## config.mk

```make
export PLATFORM = sky130hd
export DESIGN_NAME = matrix3_add_mul_commutator_top
export DESIGN_NICKNAME = d
export VERILOG_FILES = /design/src/rtl/m3c_pkg.sv /design/src/rtl/m3c_ram.sv /design/src/rtl/m3c_front.sv /design/src/rtl/m3c_queue.sv /design/src/rtl/m3c_back.sv /design/src/rtl/matrix3_add_mul_commutator_top.sv
export VERILOG_INCLUDE_DIRS = /design/src /design/src/rtl
export SDC_FILE = /design/constraint.sdc
export NUM_CORES = 2
export LEC_CHECK = 0
export ABC_AREA = 1
export BUFFER_PORTS_ARGS = -buffer_cell sky130_fd_sc_hd__buf_2
export CORE_MARGIN = 10
export CORE_UTILIZATION = 35
export DETAILED_ROUTE_END_ITERATION = 16
export PLACE_DENSITY = 0.54
export SLEW_MARGIN = 20
export SYNTH_ARGS = -nofsm -noshare
export SYNTH_HDL_FRONTEND = slang
export SYNTH_SLANG_ARGS = --single-unit
```

## constraint.sdc

```tcl
create_clock -name clk -period 7.3 [get_ports clk]
set_input_delay 0.365 -clock clk [delete_from_list [all_inputs] [get_ports clk]]
set_output_delay 0.365 -clock clk [all_outputs]
set_load 0.05 [all_outputs]
```

## src/rtl/matrix3_add_mul_commutator_top_macros.svh

```systemverilog
// Assertion macros shared by the matrix unit RTL.
// Each macro expects signals named clk and rst in the module that uses it.
`ifndef MATRIX3_ADD_MUL_COMMUTATOR_TOP_MACROS_SVH
`define MATRIX3_ADD_MUL_COMMUTATOR_TOP_MACROS_SVH

// The consequent must hold in the same cycle as the antecedent.
`define M3C_ASSERT_NOW(lbl, ante, cons, msg) \
  lbl: assert property (@(posedge clk) disable iff (rst) (ante) |-> (cons)) else $error(msg);

// The consequent must hold in the cycle after the antecedent.
`define M3C_ASSERT_NEXT(lbl, ante, cons, msg) \
  lbl: assert property (@(posedge clk) disable iff (rst) (ante) |=> (cons)) else $error(msg);

`endif

```

## src/rtl/m3c_pkg.sv

```systemverilog
// Package for the matrix unit: sizes, field and operation codes, word types.
// Used by every module of the block but m3c_ram; depends on nothing.
package m3c_pkg;

  localparam int DIM = 3;
  localparam int CELLS = DIM * DIM;
  localparam int ADDR_W = $clog2(CELLS);
  localparam int IDX_W = 2;
  localparam int VAL_W = 32;
  localparam int KIND_W = 2;
  localparam int OP_W = 3;
  localparam int STEP_W = $clog2(2 * DIM);
  localparam int QUEUE_DEPTH = 2;
  localparam int QPTR_W = $clog2(QUEUE_DEPTH);
  localparam int QCNT_W = $clog2(QUEUE_DEPTH + 1);

  localparam logic [KIND_W-1:0] KIND_LOAD_A = 2'd0;
  localparam logic [KIND_W-1:0] KIND_LOAD_B = 2'd1;
  localparam logic [KIND_W-1:0] KIND_COMPUTE = 2'd2;

  localparam logic [OP_W-1:0] OP_ADD = 3'd0;
  localparam logic [OP_W-1:0] OP_SUB = 3'd1;
  localparam logic [OP_W-1:0] OP_AB = 3'd2;
  localparam logic [OP_W-1:0] OP_BA = 3'd3;
  localparam logic [OP_W-1:0] OP_COMM = 3'd4;
  localparam logic [OP_W-1:0] OP_ANTI = 3'd5;

  typedef struct packed {
    logic [KIND_W-1:0]       kind;
    logic [IDX_W-1:0]        row;
    logic [IDX_W-1:0]        col;
    logic signed [VAL_W-1:0] value;
  } cmd_word_t;

  typedef struct packed {
    logic [IDX_W-1:0]        out_row;
    logic [IDX_W-1:0]        out_col;
    logic signed [VAL_W-1:0] out_value;
    logic                    last;
  } res_word_t;

  typedef struct packed {
    logic [KIND_W-1:0] kind;
    logic [ADDR_W-1:0] addr;
    logic [VAL_W-1:0]  value;
  } queue_entry_t;

endpackage

```

## src/rtl/m3c_ram.sv

```systemverilog
// Generic single-port-write, single-port-read RAM with registered read data.
// Standalone; used for the two matrix stores.
module m3c_ram #(
  parameter int WIDTH = 32,
  parameter int DEPTH = 9
) (
  input  logic                     clk,
  input  logic                     we,
  input  logic [$clog2(DEPTH)-1:0] waddr,
  input  logic [WIDTH-1:0]         wdata,
  input  logic [$clog2(DEPTH)-1:0] raddr,
  output logic [WIDTH-1:0]         rdata
);

  logic [WIDTH-1:0] mem [DEPTH];

  always_ff @(posedge clk) begin
    if (we) begin
      mem[waddr] <= wdata;
    end
    rdata <= mem[raddr];
  end

endmodule

```

## src/rtl/m3c_front.sv

```systemverilog
// Front end: accepts input words, drops unused kinds and out-of-range loads,
// and turns the rest into queue entries. Depends on m3c_pkg.
module m3c_front (
  input  logic                  cmd_valid,
  output logic                  cmd_stall,
  input  m3c_pkg::cmd_word_t    cmd_data,
  input  logic                  q_full,
  output logic                  push,
  output m3c_pkg::queue_entry_t push_entry
);
  import m3c_pkg::*;

  logic is_load;
  logic in_range;
  logic keep;

  always_comb begin
    is_load = (cmd_data.kind == KIND_LOAD_A) || (cmd_data.kind == KIND_LOAD_B);
    in_range = (int'(cmd_data.row) < DIM) && (int'(cmd_data.col) < DIM);
    keep = (is_load && in_range) || (cmd_data.kind == KIND_COMPUTE);
    cmd_stall = q_full;
    push = cmd_valid && !q_full && keep;
    push_entry.kind = cmd_data.kind;
    push_entry.addr = ADDR_W'(cmd_data.row) * ADDR_W'(DIM) + ADDR_W'(cmd_data.col);
    push_entry.value = cmd_data.value;
  end

endmodule

```

## src/rtl/m3c_queue.sv

```systemverilog
// Short FIFO of classified words between the front end and the back end.
// Depends on m3c_pkg and the assertion macro header.
`include "matrix3_add_mul_commutator_top_macros.svh"

module m3c_queue (
  input  logic                  clk,
  input  logic                  rst,
  input  logic                  push,
  input  m3c_pkg::queue_entry_t push_entry,
  output logic                  full,
  output logic                  valid,
  output m3c_pkg::queue_entry_t head,
  input  logic                  pop
);
  import m3c_pkg::*;

  queue_entry_t      entries [QUEUE_DEPTH];
  logic [QPTR_W-1:0] wr_ptr;
  logic [QPTR_W-1:0] rd_ptr;
  logic [QCNT_W-1:0] count;

  assign full = (count == QCNT_W'(QUEUE_DEPTH));
  assign valid = (count != '0);
  assign head = entries[rd_ptr];

  always_ff @(posedge clk) begin
    if (push) begin
      entries[wr_ptr] <= push_entry;
    end
  end

  always_ff @(posedge clk) begin
    if (rst) begin
      wr_ptr <= '0;
      rd_ptr <= '0;
      count <= '0;
    end else begin
      if (push) begin
        wr_ptr <= (wr_ptr == QPTR_W'(QUEUE_DEPTH - 1)) ? '0 : wr_ptr + 1'b1;
      end
      if (pop) begin
        rd_ptr <= (rd_ptr == QPTR_W'(QUEUE_DEPTH - 1)) ? '0 : rd_ptr + 1'b1;
      end
      if (push && !pop) begin
        count <= count + 1'b1;
      end else if (pop && !push) begin
        count <= count - 1'b1;
      end
    end
  end

  `M3C_ASSERT_NOW(a_no_overflow, push && !pop, !full, "Queue written while full.")
  `M3C_ASSERT_NOW(a_no_underflow, pop, valid, "Queue read while empty.")
  `M3C_ASSERT_NOW(a_count_bound, 1'b1, count <= QCNT_W'(QUEUE_DEPTH), "Queue count out of range.")

endmodule

```

## src/rtl/m3c_back.sv

```systemverilog
// Back end: writes loads into the two matrix stores and walks the result
// elements through a read, multiply/add and accumulate pipeline into the
// output register. Depends on m3c_pkg, m3c_ram and the assertion macro header.
`include "matrix3_add_mul_commutator_top_macros.svh"

module m3c_back (
  input  logic                    clk,
  input  logic                    rst,
  input  logic [m3c_pkg::OP_W-1:0] operation,
  input  logic                    q_valid,
  input  m3c_pkg::queue_entry_t   q_head,
  output logic                    q_pop,
  output logic                    res_valid,
  input  logic                    res_stall,
  output m3c_pkg::res_word_t      res_data
);
  import m3c_pkg::*;

  localparam logic [1:0] ST_IDLE = 2'd0;
  localparam logic [1:0] ST_START = 2'd1;
  localparam logic [1:0] ST_ISSUE = 2'd2;
  localparam logic [1:0] ST_DRAIN = 2'd3;

  typedef struct packed {
    logic valid;
    logic ew;
    logic sub;
    logic neg;
    logic first;
    logic fin;
  } stage_tag_t;

  logic [1:0]        state;
  logic [IDX_W-1:0]  row_i;
  logic [IDX_W-1:0]  col_j;
  logic [STEP_W-1:0] step;
  stage_tag_t        s1;
  stage_tag_t        s2;
  stage_tag_t        tag;
  logic [VAL_W-1:0]  prod;
  logic [VAL_W-1:0]  acc;
  logic [VAL_W-1:0]  acc_base;
  logic [VAL_W-1:0]  acc_sum;

  logic              ew;
  logic              second_pass;
  logic              pass_ba;
  logic [STEP_W-1:0] last_step;
  logic [STEP_W-1:0] k;
  logic [ADDR_W-1:0] addr_ij;
  logic [ADDR_W-1:0] addr_ik;
  logic [ADDR_W-1:0] addr_kj;
  logic [ADDR_W-1:0] a_raddr;
  logic [ADDR_W-1:0] b_raddr;
  logic [VAL_W-1:0]  a_rdata;
  logic [VAL_W-1:0]  b_rdata;
  logic              a_we;
  logic              b_we;
  logic              commit;
  logic              last_elem;

  always_comb begin
    ew = !((operation == OP_AB) || (operation == OP_BA) ||
           (operation == OP_COMM) || (operation == OP_ANTI));
    unique case (operation)
      OP_AB, OP_BA: last_step = STEP_W'(DIM - 1);
      OP_COMM, OP_ANTI: last_step = STEP_W'(2 * DIM - 1);
      default: last_step = '0;
    endcase
    second_pass = (int'(step) >= DIM);
    pass_ba = (operation == OP_BA) || second_pass;
    k = second_pass ? step - STEP_W'(DIM) : step;
    addr_ij = ADDR_W'(row_i) * ADDR_W'(DIM) + ADDR_W'(col_j);
    addr_ik = ADDR_W'(row_i) * ADDR_W'(DIM) + ADDR_W'(k);
    addr_kj = ADDR_W'(k) * ADDR_W'(DIM) + ADDR_W'(col_j);
    if (ew) begin
      a_raddr = addr_ij;
      b_raddr = addr_ij;
    end else if (pass_ba) begin
      a_raddr = addr_kj;
      b_raddr = addr_ik;
    end else begin
      a_raddr = addr_ik;
      b_raddr = addr_kj;
    end
    tag.valid = (state == ST_ISSUE);
    tag.ew = ew;
    tag.sub = (operation == OP_SUB);
    tag.neg = (operation == OP_COMM) && second_pass;
    tag.first = (step == '0);
    tag.fin = (step == last_step);
  end

  assign q_pop = (state == ST_IDLE) && q_valid;
  assign a_we = q_pop && (q_head.kind == KIND_LOAD_A);
  assign b_we = q_pop && (q_head.kind == KIND_LOAD_B);

  m3c_ram #(
    .WIDTH(VAL_W),
    .DEPTH(CELLS)
  ) u_a_store (
    .clk   (clk),
    .we    (a_we),
    .waddr (q_head.addr),
    .wdata (q_head.value),
    .raddr (a_raddr),
    .rdata (a_rdata)
  );

  m3c_ram #(
    .WIDTH(VAL_W),
    .DEPTH(CELLS)
  ) u_b_store (
    .clk   (clk),
    .we    (b_we),
    .waddr (q_head.addr),
    .wdata (q_head.value),
    .raddr (b_raddr),
    .rdata (b_rdata)
  );

  assign commit = s2.valid && s2.fin;
  assign last_elem = (row_i == IDX_W'(DIM - 1)) && (col_j == IDX_W'(DIM - 1));

  always_comb begin
    acc_base = s2.first ? '0 : acc;
    acc_sum = s2.neg ? acc_base - prod : acc_base + prod;
  end

  always_ff @(posedge clk) begin
    if (s1.valid) begin
      if (s1.ew) begin
        prod <= s1.sub ? a_rdata - b_rdata : a_rdata + b_rdata;
      end else begin
        prod <= a_rdata * b_rdata;
      end
    end
    if (s2.valid) begin
      acc <= acc_sum;
    end
    if (commit) begin
      res_data.out_row <= row_i;
      res_data.out_col <= col_j;
      res_data.out_value <= $signed(acc_sum);
      res_data.last <= last_elem;
    end
  end

  always_ff @(posedge clk) begin
    if (rst) begin
      state <= ST_IDLE;
      row_i <= '0;
      col_j <= '0;
      step <= '0;
      s1 <= '0;
      s2 <= '0;
      res_valid <= 1'b0;
    end else begin
      s1 <= tag;
      s2 <= s1;
      if (res_valid && !res_stall) begin
        res_valid <= 1'b0;
      end
      if (commit) begin
        res_valid <= 1'b1;
      end
      unique case (state)
        ST_IDLE: begin
          if (q_pop && (q_head.kind == KIND_COMPUTE)) begin
            row_i <= '0;
            col_j <= '0;
            state <= ST_START;
          end
        end
        ST_START: begin
          if (!res_valid || !res_stall) begin
            step <= '0;
            state <= ST_ISSUE;
          end
        end
        ST_ISSUE: begin
          if (step == last_step) begin
            state <= ST_DRAIN;
          end else begin
            step <= step + 1'b1;
          end
        end
        ST_DRAIN: begin
          if (commit) begin
            if (last_elem) begin
              state <= ST_IDLE;
            end else begin
              if (col_j == IDX_W'(DIM - 1)) begin
                col_j <= '0;
                row_i <= row_i + 1'b1;
              end else begin
                col_j <= col_j + 1'b1;
              end
              state <= ST_START;
            end
          end
        end
        default: state <= ST_IDLE;
      endcase
    end
  end

  `M3C_ASSERT_NOW(a_commit_into_free, commit, !res_valid, "Result written over a pending word.")
  `M3C_ASSERT_NOW(a_last_ends_compute, res_valid && res_data.last, state == ST_IDLE || state == ST_START, "Last element pending while a compute still runs.")
  `M3C_ASSERT_NEXT(a_issue_feeds_pipe, state == ST_ISSUE, s1.valid, "Issued read did not enter the pipeline.")

endmodule

```

## src/rtl/matrix3_add_mul_commutator_top.sv

```systemverilog
// A load word is accepted one per cycle while the two-entry queue has room; an in-range one is
// stored when the idle back end pops it. The back end walks the nine elements of a compute word one
// at a time (add/subtract element-wise, one product, the commutators as two products), and a stalled
// result holds the next element back. Reads pass the store and product or sum registers before
// the accumulated sum is registered as the result. Synchronous active-high reset clears control
// state and selects add; the matrix stores are not cleared and must be loaded.
module matrix3_add_mul_commutator_top (
  input  logic                    clk,
  input  logic                    rst,
  input  logic                    cfg_we,
  input  logic [m3c_pkg::OP_W-1:0] cfg_wdata,
  input  logic                    cmd_valid,
  output logic                    cmd_stall,
  input  m3c_pkg::cmd_word_t      cmd_data,
  output logic                    res_valid,
  input  logic                    res_stall,
  output m3c_pkg::res_word_t      res_data
);
  import m3c_pkg::*;

  logic [OP_W-1:0] operation;
  logic            push;
  queue_entry_t    push_entry;
  logic            q_full;
  logic            q_valid;
  queue_entry_t    q_head;
  logic            q_pop;

  always_ff @(posedge clk) begin
    if (rst) begin
      operation <= OP_ADD;
    end else if (cfg_we) begin
      operation <= cfg_wdata;
    end
  end

  m3c_front u_front (
    .cmd_valid  (cmd_valid),
    .cmd_stall  (cmd_stall),
    .cmd_data   (cmd_data),
    .q_full     (q_full),
    .push       (push),
    .push_entry (push_entry)
  );

  m3c_queue u_queue (
    .clk        (clk),
    .rst        (rst),
    .push       (push),
    .push_entry (push_entry),
    .full       (q_full),
    .valid      (q_valid),
    .head       (q_head),
    .pop        (q_pop)
  );

  m3c_back u_back (
    .clk       (clk),
    .rst       (rst),
    .operation (operation),
    .q_valid   (q_valid),
    .q_head    (q_head),
    .q_pop     (q_pop),
    .res_valid (res_valid),
    .res_stall (res_stall),
    .res_data  (res_data)
  );

endmodule

```

# After elaboration in Yosys (flattened, before gate mapping)
# Memory sizes are Yosys's and may differ from the RTL's. A register that Yosys moved wholly into a read port is not among the register bits.
# Cells that the tools add are included.
[totals]
memories = 3
ramBits = 652
output_inout_bits = 39
elab_cells = 158
reg_bits = 128
[mem_list]
columns = ["name", "depth", "width", "read_ports", "rd_ports_with_merged_regs", "write_ports", "line_no", "rtl"]
rows = [
  ["u_back.u_a_store.mem", 9, 32, 1, 1, 1, "m3c_ram.sv:15", "logic [WIDTH-1:0] mem [DEPTH];"],
  ["u_back.u_b_store.mem", 9, 32, 1, 1, 1, "m3c_ram.sv:15", ""],
  ["u_queue.entries", 2, 38, 1, 1, 1, "m3c_queue.sv:17", "queue_entry_t entries [QUEUE_DEPTH];"],
]
[classes]
order_cmp = 3
mux = 42
multipliers = 4
add_sub_neg = 16
reduce_logical = 42
n_eq_ne = 23
[op_table]
columns = ["op", "n"]
rows = [
  ["$mux 32", 4],
  ["$add 32x32->32", 2],
  ["$sub 32x32->32", 2],
  ["$mul 32x32->32", 1],
  ["$mux 2", 13],
  ["$mux 4", 4],
  ["$eq 2x2->1 const B", 7],
  ["$logic_and 1x1->1", 14],
  ["$mux 1", 13],
  ["$add 4x2->4", 3],
  ["$pmux 3 s2", 2],
  ["$reduce_bool 2->1", 5],
  ["$mux 3", 3],
  ["$mul 2x2->4 const B", 2],
  ["$ne 2x2->1 const B", 4],
  ["$pmux 2 s2", 2],
  ["$pmux 2 s4", 1],
  ["$reduce_and 4->1", 2],
  ["$logic_or 1x1->1", 7],
  ["$add 2x1->2 const B", 3],
  ["$eq 2x1->1 const B", 3],
  ["$eq 3x2->1 const B", 2],
  ["$eq 3x3->1 const B", 2],
  ["$logic_not 1->1", 6],
  ["other kinds (16)", 23],
]

# Depth between registers and ports, before layout
[logic_depth]
word_depth = 9
depth_mapped = 34
depth_no_buf = 32

# Hierarchy
# A second synthesis with hierarchy kept.
[unflattened]
cells_unflattened = 6097
hier_area_um2 = 55559.5
[modules_own_cells]
columns = ["module", "area_each_um2", "cells_each", "seq_area_each_um2", "n_inst"]
rows = [
  ["m3c_back", 26420.3, 3542, 3433.3, 1],
  ["m3c_ram", 12791.0, 1167, 9288.9, 2],
  ["m3c_queue", 3050.4, 151, 2382.3, 1],
  ["m3c_front", 386.6, 51, 0.0, 1],
  ["matrix3_add_mul_commutator_top", 120.1, 19, 60.1, 1],
]

# Least setup slack after synthesis
# OpenSTA, ideal clock, no wires.
[synth_path]
kind = "reg2reg"
startpoint = "register u_back.u_a_store.rdata[12] (read register of u_back.u_a_store.mem)"
endpoint = "register u_back.prod[30], data pin"
setup_time_ns = 0.258
path_buffers = 2
t_required_ns = 7.042
setup_slack_ns = 0.711
stages_incl_launch_ff = 26
t_arrival_ns = 6.331
cell_sequence = "dfxtp_1 clkbuf_1 buf_1 nand2_1 fa_1 inv_1 fa_1 inv_1 fa_1 inv_1 fa_1 inv_1 fa_1 fa_1 inv_1 fa_1 fa_1 ha_1 inv_1 nor3_1 nand4_1 o2111a_1 nand2_1 a21oi_1 o21ai_0 nand2_1"
[synth_between]
elab_chain_cells = 3
word_cells_on_any_way = 5
cone_classes = "add/sub: 2; mul: 1; mux: 2"
[synth_lines]
columns = ["element", "line_no", "rtl"]
rows = [
  ["start: declaration", "m3c_ram.sv:12", "output logic [WIDTH-1:0] rdata"],
  ["branches (longest 2 deep; another with $mul 32x32->32)", "n/a", ""],
  ["$mux 32 *", "m3c_back.sv:132", "if (s1.ew) begin"],
  ["end signal: assignment", "m3c_back.sv:133", "prod <= s1.sub ? a_rdata - b_rdata : a_rdata + b_rdata;"],
  ["end signal: assignment", "m3c_back.sv:135", "prod <= a_rdata * b_rdata;"],
  ["end: declaration", "m3c_back.sv:40", "logic [VAL_W-1:0] prod;"],
]
# Mark *: on every way between the ends.
# A chain may end at the register's enable or synchronous reset.

# Worst setup path after layout
[layout_path]
startpoint = "register u_back.u_b_store.rdata[5] (read register of u_back.u_b_store.mem)"
endpoint = "register u_back.prod[26], data pin"
[layout_between]
elab_chain_cells = 3
word_cells_on_any_way = 5
cone_classes = "add/sub: 2; mul: 1; mux: 2"
[layout_lines]
columns = ["element", "line_no"]
rows = [
  ["start: declaration", "m3c_ram.sv:12"],
  ["branches (longest 2 deep; another with $mul 32x32->32)", "n/a"],
  ["$mux 32 *", "m3c_back.sv:132"],
]
# Marks and branches as above.

==> flow_metrics.env <==
export IMPL_fp_dieH_microns=414.2
export IMPL_post_drt_wl_per_cell_microns=19.53
export IMPL_drt_total_wl_microns=151800
export IMPL_yosys_area_top_type="edfxtp_1"
export IMPL_syn_nets=6208
export IMPL_hpwl_microns=105400
export IMPL_hold_end="u_queue.count[0]"
export IMPL_port_buffers=84
export IMPL_drive_above_1_share=0.08923
export IMPL_ys_warnings_count=0
export IMPL_via_per_inst=4.892
export IMPL_clock_path_buffers=3
export IMPL_dieArea_sq_um=171500
export IMPL_cts_tree="done"
export IMPL_worstPathRequired_ns=7.74
export IMPL_synth_flop_cell="edfxtp_1"
export IMPL_synth_edff_count=753
export IMPL_insertion_delay_ns=0.71
export IMPL_reg2reg_from="u_back.u_b_store.rdata[5]"
export IMPL_first_pass_iters=6
export IMPL_path_buf_inv=4
export IMPL_ff2ff_setup_slack_ns=0.28
export IMPL_hold_violations=0
export IMPL_async_flop_share=0
export IMPL_holdWs_ns=0.09339
export IMPL_netlist_cell_type_count=62
export IMPL_ff2ff_path_depth=22
export IMPL_syn_to_final_growth_pct=12.83
export IMPL_die_w_microns=414.2
export IMPL_synth_simple_area_share=0.1106
export IMPL_crit_top_cell="fa_1"
export IMPL_yosys_top_cells_count="inv_1, nand2_1, edfxtp_1, fa_1, a21oi_1"
export IMPL_synth_compound_area_frac=0.1062
export IMPL_tns_ns=0
export IMPL_drv_cap=0
export IMPL_synth_top_area_frac=0.4158
export IMPL_status="completed"
export IMPL_root_buffer="clkbuf_16"
export IMPL_diodes=0
export IMPL_yosys_mux_area_fraction=0.007017
export IMPL_synth_adder_area_share=0.2017
export IMPL_initial_core_util=0.3526
export IMPL_overflow=0
export IMPL_tightest_slew_ns=1.165
export IMPL_grt_pass1_vias=37783
export IMPL_cp_top_family="adder cells"
export IMPL_maxSlewHeadroom=0.2237
export IMPL_startpoint_type="register"
export IMPL_core_area_sq_um=154200
export IMPL_antenna_found_initial=4
export IMPL_skew_ns=0.05170
export IMPL_grt_pass1_wl_microns=233500
export IMPL_crit_path_max_fanout=13
export IMPL_clk_transition_reported_paths_ns=0.06
export IMPL_r2r_end="u_back.prod[26]"
export IMPL_pin_count=85
export IMPL_synthTopCellsByArea="edfxtp_1, fa_1, inv_1"
export IMPL_hp_class="in2reg"
export IMPL_setup_viol=0
export IMPL_synth_top_family_by_area="adder cells"
export IMPL_min_period_ns=7.021
export IMPL_finalCoreUtilization=0.3978
export IMPL_seq_area_frac_synth=0.4496
export IMPL_cts_sinks=845
export IMPL_path_class="reg2reg"
export IMPL_drc=0
export IMPL_detail_route_antenna_nets=0
export IMPL_cts_setup_buffers=0
export IMPL_synth_xor_area_frac=0.01914
export IMPL_synth_most_common_cell="inv_1"
export IMPL_first_iter_violations=2769
export IMPL_grt_max_degree=132
export IMPL_num_vias=38014
export IMPL_path_cells="buf_4, nand2_1, inv_1, fa_1, fa_1, fa_1, inv_1, fa_1, inv_1, fa_1, fa_1, fa_1, fa_1, ha_1, a21oi_1, o21ai_0, a21oi_1, nand3_1, a21oi_1, o21ai_0, a21oi_1, a21oi_1"
export IMPL_cp_slowest_stage_delay_ns=0.70
export IMPL_slew_viol_final=0
export IMPL_fmax_mhz=142.4
export IMPL_rsz0062_at_grt="false"
export IMPL_synthCells=5535
export IMPL_arrival_ns=7.46
export IMPL_netlist_area_sq_um=54380
export IMPL_cp_slowest_cell="dfxtp_1"
export IMPL_min_path_cells=2
export IMPL_htreeDepth=3
export IMPL_ys_seq_elements=845
export IMPL_num_rows=144
export IMPL_routabilityCongestion=0.8850
export IMPL_fin_crit_sh=0.9617
export IMPL_syn_avg_cell_area_sq_um=9.825
export IMPL_cts_buffers=90
export IMPL_finalNetCount=6325
export IMPL_end_kind="register"
export IMPL_hold_path_startpoint="rst"
export IMPL_grtUsageTotal=0.1740
## registers in the layout, indices dropped and copies added, names as in the netlist, named ones only
register / cells
u_back.u_a_store.mem: 288
u_back.u_b_store.mem: 288
u_queue.entries: 76
u_back.res_data: 37
u_back.acc: 32
u_back.prod: 32
u_back.u_a_store.rdata: 32
u_back.u_b_store.rdata: 32
u_back.s1: 6
u_back.s2: 4
operation: 3
u_back.step: 3
u_back.col_j: 2
u_back.row_i: 2
u_back.state: 2
u_queue.count: 2
u_back.res_valid: 1
u_queue.rd_ptr: 1
u_queue.wr_ptr: 1
## worst max-delay path by stage
stage          slack, ns  cells after the start                  startpoint              end
2_1_floorplan       0.71                     25  u_back.u_a_store.rdata[12]  u_back.prod[30]
3_3_place_gp         0.1                     20  u_back.u_b_store.rdata[10]  u_back.prod[26]
3_5_place_dp        0.04                     20  u_back.u_b_store.rdata[10]  u_back.prod[26]
4_1_cts             0.03                     20  u_back.u_b_store.rdata[10]  u_back.prod[26]
5_1_grt             0.03                     20   u_back.u_b_store.rdata[5]  u_back.prod[28]
6_report            0.28                     22   u_back.u_b_store.rdata[5]  u_back.prod[26]
## metal layers
| layer | routed length (microns) | GRT usage |
|---|---|---|
| met5 | 0 | 0 |
| met4 | 3217 | 0.04108 |
| met3 | 7215 | 0.02081 |
| met2 | 73910 | 0.2961 |
| met1 | 67430 | 0.2360 |
## cell type report
| type | instances | area, sq um |
|---|---|---|
| fillers | 15230 | 92870 |
| flip-flops and latches | 845 | 24470 |
| multi-input cells | 3233 | 24400 |
| inverters | 1197 | 4499 |
| well taps | 2044 | 2557 |
| clock buffers | 124 | 2490 |
| repair buffers | 285 | 2297 |
| clock inverters | 43 | 649.4 |
## stage by stage
stage               worst slack [ns]  cell area (sq um)  std cells
floorplan                     0.7107              54380       5535
detailed placement           0.03886              57790       7562
finish                        0.2793              61360       7771
CTS                          0.02619              61350       7771
global placement             0.09927              57790       7562
global route                 0.03340              61360       7771
## logic make-up after synthesis
group	after synthesis
and+or+nand+nor	1496
adders and majority gates	627
AOI/OAI and AO/OA	958
xor gates and xnor gates	118
buffers and inverters	1457
DFF	845
muxes	34
## layout by cell type, fill, tap and decap left out, types with 5 or more instances in the layout
master	instances
nor2_1	175
o21a_1	5
inv_2	8
nor2_2	6
dfxtp_2	12
buf_2	84
nand2_1	1071
mux2_2	33
nand3_1	144
o211ai_2	18
inv_1	1184
clkbuf_16	90
nand4_1	13
a21oi_1	281
clkbuf_8	11
fa_1	416
dlygate4sd3_1	42
nor3_1	33
buf_4	138
clkbuf_1	23
a31oi_1	11
ha_1	211
nor2_4	20
a21o_1	14
o21ai_1	96
o21ai_0	246
a211oi_1	5
xnor2_1	43
xor2_1	74
o21bai_1	10
edfxtp_1	753
clkinv_2	12
o211ai_1	239
nor4_1	6
buf_12	21
clkinv_1	11
nand3b_1	5
bufinv_16	12
dfxtp_1	80
## what timing repair did
action | in CTS | in global routing
endpoints found under the setup margin | 0 | 9
gates resized for setup | 0 | 12
endpoints found under the hold margin | 74 | 0
hold buffers | 42 | 0
Power is not shown: default switching activity piles up to over one toggle a cycle in this logic, so the estimate is an artifact.
